===== config.mk =====
export PLATFORM = sky130hd
export DESIGN_NAME = min_priority_queue_top
export DESIGN_NICKNAME = d
export VERILOG_FILES = /design/src/hdl/mpq_pkg.sv /design/src/hdl/min_priority_queue_top.sv /design/src/hdl/mpq_cell.sv
export SDC_FILE = /design/constraint.sdc
export NUM_CORES = 2
export LEC_CHECK = 0
export BUFFER_PORTS_ARGS = -buffer_cell sky130_fd_sc_hd__buf_2
export CORE_UTILIZATION = 30
export DETAILED_ROUTE_END_ITERATION = 6
export GPL_TIMING_DRIVEN = 0
export HOLD_SLACK_MARGIN = 0.08
export PLACE_DENSITY = 0.43
export SKIP_LAST_GASP = 1
export SYNTH_ARGS = -nofsm -noshare
export SYNTH_HDL_FRONTEND = slang
export SYNTH_SLANG_ARGS = --single-unit
export TNS_END_PERCENT = 100

===== constraint.sdc =====
create_clock -name aclk -period 7.75 [get_ports aclk]
set_input_delay 2.325 -clock aclk [delete_from_list [all_inputs] [get_ports aclk]]
set_output_delay 2.325 -clock aclk [all_outputs]
set_load 0.005 [all_outputs]

===== src/hdl/mpq_pkg.sv =====
// ----------------------------------------------------------------------------
// mpq_pkg
// Shared types and constants for the sorted minimum priority queue.
// ----------------------------------------------------------------------------
package mpq_pkg;

    localparam int DEPTH_DEF = 16;
    localparam int VALUE_W   = 32;
    localparam int OCC_W     = 5;
    localparam int STAT_W    = 2;

    // action codes carried on s_tuser
    typedef enum logic {
        ACT_INSERT = 1'b0,
        ACT_REMOVE = 1'b1
    } action_t;

    // result status carried on m_tuser
    typedef enum logic [STAT_W-1:0] {
        STAT_OK    = 2'd0,
        STAT_EMPTY = 2'd1,
        STAT_FULL  = 2'd2
    } status_t;

    // what one cell shows its neighbors
    typedef struct packed {
        logic                      valid;
        logic                      take;   // new value belongs here or to the left
        logic signed [VALUE_W-1:0] entry;
    } cell_link_t;

    // broadcast command to every cell
    typedef struct packed {
        logic                      shift_in;   // accepted insert, queue not full
        logic                      shift_out;  // accepted remove, queue not empty
        logic signed [VALUE_W-1:0] value;
    } cell_cmd_t;

endpackage


===== src/hdl/min_priority_queue_top.sv =====
// ----------------------------------------------------------------------------
// min_priority_queue_top
// Bounded queue of signed priorities kept in ascending order in a chain of
// cells. Insert places a value after equal entries; remove returns the head.
// ----------------------------------------------------------------------------
//  channel  | dir | tdata                          | tuser
//  ---------+-----+--------------------------------+-------------------
//  s_       | in  | [31:0] value                   | [0] action
//  m_       | out | [31:0] removed_value,          | [1:0] status
//           |     | [36:32] occupancy, [39:37] 0   |
//
//  One beat per cycle sustained; an accepted item updates the chain and loads
//  the output register at the same edge, so its result is offered the cycle
//  after acceptance.
//  Every cell compares the broadcast value in parallel and shifts in the
//  same edge. s_tready drops only while a result waits on a stalled m_tready.
//  Synchronous reset empties the queue at once; no clearing pass.
// ----------------------------------------------------------------------------
module min_priority_queue_top #(
    parameter int DEPTH = mpq_pkg::DEPTH_DEF
) (
    input  logic        aclk,
    input  logic        aresetn,
    input  logic        s_tvalid,
    output logic        s_tready,
    input  logic [31:0] s_tdata,   // [31:0] value
    input  logic [0:0]  s_tuser,   // [0] action
    output logic        m_tvalid,
    input  logic        m_tready,
    output logic [39:0] m_tdata,   // [31:0] removed_value, [36:32] occupancy
    output logic [1:0]  m_tuser    // [1:0] status
);

    localparam int CNT_W = $clog2(DEPTH + 1);

    mpq_pkg::cell_link_t link [DEPTH];
    mpq_pkg::cell_cmd_t  cmd;

    logic                               accept;
    logic                               is_remove;
    logic                               full;
    logic                               empty;
    logic [CNT_W-1:0]                   count_reg;
    logic [CNT_W-1:0]                   count_next;
    mpq_pkg::status_t                   status;
    logic signed [mpq_pkg::VALUE_W-1:0] removed;

    logic                               m_valid_reg;
    logic                               m_valid_next;
    logic [39:0]                        m_data_reg;
    logic [1:0]                         m_user_reg;

    assign s_tready  = !m_valid_reg || m_tready;
    assign accept    = s_tvalid && s_tready;
    assign is_remove = (mpq_pkg::action_t'(s_tuser[0]) == mpq_pkg::ACT_REMOVE);
    assign full      = link[DEPTH-1].valid;
    assign empty     = !link[0].valid;

    assign cmd.shift_in  = accept && !is_remove && !full;
    assign cmd.shift_out = accept && is_remove && !empty;
    assign cmd.value     = $signed(s_tdata[mpq_pkg::VALUE_W-1:0]);

    genvar g;
    generate
        for (g = 0; g < DEPTH; g++) begin : g_cell
            mpq_pkg::cell_link_t left_l;
            mpq_pkg::cell_link_t right_l;
            if (g == 0) begin : g_head
                // left edge: always valid, never an insertion point
                assign left_l = '{valid: 1'b1, take: 1'b0, entry: '0};
            end else begin : g_mid_l
                assign left_l = link[g-1];
            end
            if (g == DEPTH - 1) begin : g_tail
                assign right_l = '{valid: 1'b0, take: 1'b1, entry: '0};
            end else begin : g_mid_r
                assign right_l = link[g+1];
            end
            mpq_cell u_cell (
                .aclk    (aclk),
                .aresetn (aresetn),
                .cmd     (cmd),
                .left    (left_l),
                .right   (right_l),
                .self    (link[g])
            );
        end
    endgenerate

    always_comb begin
        count_next = count_reg;
        status     = mpq_pkg::STAT_OK;
        removed    = '0;
        if (accept) begin
            if (is_remove) begin
                if (empty) begin
                    status = mpq_pkg::STAT_EMPTY;
                end else begin
                    removed    = link[0].entry;
                    count_next = count_reg - CNT_W'(1);
                end
            end else begin
                if (full) begin
                    status = mpq_pkg::STAT_FULL;
                end else begin
                    count_next = count_reg + CNT_W'(1);
                end
            end
        end
    end

    always_comb begin
        m_valid_next = m_valid_reg;
        if (accept) begin
            m_valid_next = 1'b1;
        end else if (m_tready) begin
            m_valid_next = 1'b0;
        end
    end

    always_ff @(posedge aclk) begin
        if (!aresetn) begin
            count_reg   <= '0;
            m_valid_reg <= 1'b0;
        end else begin
            count_reg   <= count_next;
            m_valid_reg <= m_valid_next;
        end
    end

    always_ff @(posedge aclk) begin
        if (accept) begin
            m_data_reg <= {3'b000, mpq_pkg::OCC_W'(count_next), removed};
            m_user_reg <= status;
        end
    end

    assign m_tvalid = m_valid_reg;
    assign m_tdata  = m_data_reg;
    assign m_tuser  = m_user_reg;

endmodule


===== src/hdl/mpq_cell.sv =====
// ----------------------------------------------------------------------------
// mpq_cell
// One slot of the sorted chain: holds an entry and a valid flag, shifts right
// on insert past the insertion point and shifts left on remove.
// ----------------------------------------------------------------------------
module mpq_cell (
    input  logic                aclk,
    input  logic                aresetn,
    input  mpq_pkg::cell_cmd_t  cmd,
    input  mpq_pkg::cell_link_t left,
    input  mpq_pkg::cell_link_t right,
    output mpq_pkg::cell_link_t self
);

    logic                              valid_reg;
    logic                              valid_next;
    logic signed [mpq_pkg::VALUE_W-1:0] entry_reg;
    logic signed [mpq_pkg::VALUE_W-1:0] entry_next;
    logic                              take;

    // strict compare keeps equal entries ahead of the new one
    assign take = !valid_reg || (cmd.value < entry_reg);

    always_comb begin
        valid_next = valid_reg;
        entry_next = entry_reg;
        if (cmd.shift_in) begin
            if (take) begin
                entry_next = left.take ? left.entry : cmd.value;
                valid_next = valid_reg || left.valid;
            end
        end else if (cmd.shift_out) begin
            entry_next = right.entry;
            valid_next = right.valid;
        end
    end

    always_ff @(posedge aclk) begin
        if (!aresetn) begin
            valid_reg <= 1'b0;
        end else begin
            valid_reg <= valid_next;
        end
    end

    always_ff @(posedge aclk) begin
        entry_reg <= entry_next;
    end

    assign self.valid = valid_reg;
    assign self.take  = take;
    assign self.entry = entry_reg;

endmodule


==> flow_summary.rst <==
.. list-table::
   :header-rows: 1

   * - Metric
     - Value
   * - Result of the run
     - completed
   * - Final Instance Area
     - 44220 um2
   * - Seq/Total Area, Yosys
     - 0.4361
   * - Initial antenna violation count
     - 4
   * - Total Wirelength
     - 141200 um
   * - Type of element capturing the critical path
     - flip-flop
   * - Largest cells by area after synthesis
     - sky130_fd_sc_hd__edfxtp_1 (42%), sky130_fd_sc_hd__ha_1 (15%), sky130_fd_sc_hd__o221ai_1 (6.3%), sky130_fd_sc_hd__nand3_1 (5.1%), sky130_fd_sc_hd__inv_1 (5.0%)
   * - Required time at the endpoint of the critical path
     - around 8 ns
   * - Post-synth top cells
     - sky130_fd_sc_hd__edfxtp_1 (551), sky130_fd_sc_hd__inv_1 (519), sky130_fd_sc_hd__ha_1 (467), sky130_fd_sc_hd__nand3_1 (400), sky130_fd_sc_hd__o221ai_1 (279)
   * - Worst skew pair latency
     - 0.65 ns
   * - Total Power
     - 9.142 mW
   * - Worst-case setup slack after placement
     - 0.1674 ns
   * - Timing startpoint of the critical path
     - s_tuser
   * - Flop-to-flop setup slack
     - between 2 and 3 ns
   * - Worst-case clock buffer depth
     - 3
   * - Count of max-cap constraint violations
     - 0
   * - Initial DRC Count
     - ~2200
   * - Cell with the most instances after synthesis
     - sky130_fd_sc_hd__edfxtp_1
   * - GRT overflow
     - 0
   * - CP Depth
     - 6
   * - Count of nets after finishing
     - 4503
   * - DRC violations left
     - 0
   * - Number of fill cells
     - around 13000
   * - Hold slack final
     - approximately 0.53 ns
   * - Worst setup endpoint
     - g_cell[0].u_cell.entry_reg[5]$_DFFE_PP_
   * - HP Class
     - reg2reg
   * - Slew Limit Fails
     - 0
   * - Worst IR drop on VDD
     - around 0.00014 V
   * - Synthesized instance count
     - 3832
   * - Cells along the critical path
     - clkbuf_1 -> nor3_2 -> clkbuf_1 -> clkbuf_1 -> clkbuf_2 -> a21o_2
   * - Yosys Warn Count
     - 0
   * - RSZ-0062 raised after global routing
     - no
   * - R2r startpoint
     - m_tvalid$_SDFFE_PN0P_
   * - Pwr dens
     - 206.7 nW/um2
   * - Max reg flops
     - 512
   * - Share of Yosys cell area claimed by the top area cell type
     - 0.4247
   * - Clock-pin slew reported for the worst setup and hold paths after clock tree synthesis
     - 0.06 ns
   * - Number of vias after detailed routing
     - 30910
   * - Top_reg_cell synth
     - sky130_fd_sc_hd__edfxtp_1
   * - Number of levels the H-tree was split into
     - 3
   * - Worst reg-to-reg path cell count
     - 7
   * - Number of gates given a new drive strength after cts
     - 0
   * - Boundary pin count
     - 81
   * - Leading area contributor after synthesis
     - sky130_fd_sc_hd__edfxtp_1
   * - Relative slew slack
     - 0.02942
   * - Share of post-route cells with drive strength above 1
     - 0.1022
   * - Number of buffers inserted to repair setup after CTS
     - 0
   * - CTS tree
     - done
   * - Die height
     - about 360 um
   * - Layout Area Growth over Synthesis
     - 13.52%
   * - Total Routing Usage GR
     - 0.2123
   * - Site row count
     - 131
   * - CTS sink count
     - 573
   * - Final critical-path share of the clock period
     - 0.8178
   * - Starting density of the core
     - 0.3039
   * - Worst slew pin tran
     - around 1.5 ns
   * - Cell area after synthesis
     - 38950 um2
   * - Root Buffer Master
     - sky130_fd_sc_hd__clkbuf_16
   * - Avg Vias per Cell
     - 5.347
   * - Maximum cell stage delay along the critical path
     - 0.88 ns
   * - Clk_skew
     - 0.02000 ns
   * - Post-DP HPWL
     - about 120000 um
   * - Avg Cell Area, Syn
     - 10.17 um2
   * - Most common cell on crit path
     - sky130_fd_sc_hd__clkbuf_1
   * - Final Hold Fails
     - 0
   * - Total clock buffers created by CTS
     - 75
   * - Overall die area
     - 131300 um2
   * - Unique cell type count in the Yosys netlist
     - 64
   * - Routed Antenna Nets
     - 0
   * - Routed len/inst
     - 24.42 um
   * - Maximum number of pins on one net before global-route repair
     - 34
   * - Arrival time of the worst setup path
     - 6.61 ns
   * - Number of enable-type register cells in the synthesized netlist
     - 551
   * - Initial DRT Pass Iterations
     - 5
   * - Worst hold path depth
     - 2
   * - Critical path buffer and inverter count
     - 4
   * - Core region area
     - between 100000 and 150000 um2
   * - Time the final worst path needs with I/O delays and setup
     - 6.338 ns
   * - Crit path kind
     - in2reg
   * - Flip-flop and latch count after synthesis
     - around 570
   * - Number of buffers inserted by hold repair at cts
     - 0
   * - Count of buffers inserted at the top-level ports
     - 75
   * - Cell with the biggest individual delay on the critical path
     - sky130_fd_sc_hd__clkbuf_1
   * - Leak pwr
     - 17.59 nW
   * - Category of the worst setup path launch point
     - input pin
   * - Die extent in x
     - 362.3 um
   * - Startpoint of the most critical hold path
     - m_tvalid$_SDFFE_PN0P_
   * - Worst Path Max Fanout
     - 32
   * - Vias in the first global route
     - 31910
   * - Instance area after placement
     - 41870 um2
   * - Share of flip-flops with an asynchronous set or reset
     - 0
   * - Number of endpoints failing setup at the final stage
     - 0
   * - Min setup slack post-route
     - about 1.4 ns
   * - Top cell family by delay on the critical path
     - buffers and inverters
   * - Wire length of the first global-routing pass
     - between 200000 and 250000 um
   * - Worst R2R End
     - g_cell[0].u_cell.entry_reg[5]$_DFFE_PP_
   * - Placer Congestion
     - 0.8770
   * - Maximum clock frequency
     - 0.1578 GHz
==> placed cells by master (no fill, tap or decap), types with 28 or more instances in the layout <==
| cell type | netlist | routed |
|---|---|---|
| sky130_fd_sc_hd__a21o_1 | 38 | 36 |
| sky130_fd_sc_hd__a21oi_1 | 171 | 171 |
| sky130_fd_sc_hd__a31oi_1 | 33 | 33 |
| sky130_fd_sc_hd__and3_1 | 33 | 33 |
| sky130_fd_sc_hd__buf_1 | 28 | 28 |
| sky130_fd_sc_hd__buf_2 | 47 | 122 |
| sky130_fd_sc_hd__clkbuf_1 | 148 | 162 |
| sky130_fd_sc_hd__clkbuf_16 | 0 | 79 |
| sky130_fd_sc_hd__edfxtp_1 | 551 | 551 |
| sky130_fd_sc_hd__ha_1 | 467 | 467 |
| sky130_fd_sc_hd__inv_1 | 519 | 519 |
| sky130_fd_sc_hd__mux2i_1 | 32 | 32 |
| sky130_fd_sc_hd__nand2_1 | 259 | 255 |
| sky130_fd_sc_hd__nand3_1 | 400 | 400 |
| sky130_fd_sc_hd__nand4_1 | 51 | 51 |
| sky130_fd_sc_hd__nor2_1 | 120 | 120 |
| sky130_fd_sc_hd__nor3_1 | 40 | 40 |
| sky130_fd_sc_hd__o21ai_0 | 171 | 163 |
| sky130_fd_sc_hd__o221ai_1 | 279 | 279 |
| sky130_fd_sc_hd__o221ai_2 | 93 | 93 |
| sky130_fd_sc_hd__o311ai_0 | 31 | 31 |
| sky130_fd_sc_hd__o32ai_1 | 32 | 32 |
==> stage by stage <==
stage                     TNS [ns]    util  std cells
final                            0  0.3450       5781
after global routing             0  0.3450       5779
after CTS                        0  0.3449       5778
after detailed placement         0  0.3267       5651
after global placement     -496.91  0.3238       5638
after floorplan                  0       -       3834
==> metal layers <==
| metal | vias to the layer above | global-route usage | share of wire |
|---|---|---|---|
| met4 | 0 | 0.08149 | 0.041 |
| li1 | 14950 | - | - |
| met2 | 711 | 0.3452 | 0.45 |
| met3 | 212 | 0.02579 | 0.040 |
| met5 | - | 0 | 0 |
| met1 | 15030 | 0.2866 | 0.47 |
==> worst reg2reg max path: stages, from the launching register on <==
cell	delay [ns]
sky130_fd_sc_hd__dfxtp_1	0.30
sky130_fd_sc_hd__nand2b_1	0.09
sky130_fd_sc_hd__nand2_1	0.15
sky130_fd_sc_hd__nor3_2	0.76
sky130_fd_sc_hd__clkbuf_1	0.89
sky130_fd_sc_hd__clkbuf_1	0.61
sky130_fd_sc_hd__clkbuf_2	0.81
sky130_fd_sc_hd__a21o_2	0.79
==> logic make-up (layout without fill, tap and decap cells) <==
family,Yosys count,after routing,synth area share
buf+inv,785,1000,0.08322
simple gates,991,991,0.1222
compound gates,962,962,0.1933
fa+ha+maj,467,467,0.1500
mux,49,49,0.01426
flops,573,573,0.4361
other cells,1,6,0.00009627
xor+xnor,4,4,0.0008995
==> how the worst min path moves through the flow <==
stage | endpoint | slack, ns
6_report | m_tvalid$_SDFFE_PN0P_ | 0.53
5_1_grt | g_cell[6].u_cell.valid_reg$_SDFFE_PN0P_ | 0.56
2_1_floorplan | g_cell[6].u_cell.valid_reg$_SDFFE_PN0P_ | 0.44
4_1_cts | g_cell[6].u_cell.valid_reg$_SDFFE_PN0P_ | 0.53
3_3_place_gp | m_tvalid$_SDFFE_PN0P_ | 0.51
3_5_place_dp | g_cell[6].u_cell.valid_reg$_SDFFE_PN0P_ | 0.52
==> where the power goes <==
group | leakage [nW] | total, mW | switching [mW] | internal (mW)
clock network | 1.15 | 3.47 | 1.44 | 2.03
logic | 11.1 | 1.83 | 1.21 | 0.616
registers | 5.39 | 3.84 | 0.133 | 3.71
==> final cells by class <==
type                       instances  area, um2  share of cell area
multi-input combinational       2476      18840              0.4260
sequential                       573      16990              0.3841
tap                             1729       2163             0.04892
clock buffer                      98       2068             0.04677
inverter                         520       1952             0.04414
buffer                           265       1294             0.02926
timing repair buffer              88      650.6             0.01471
clock inverter                    29      264.0            0.005970
antenna                            3      7.507           0.0001698
Power figures use the tool's default switching activity.
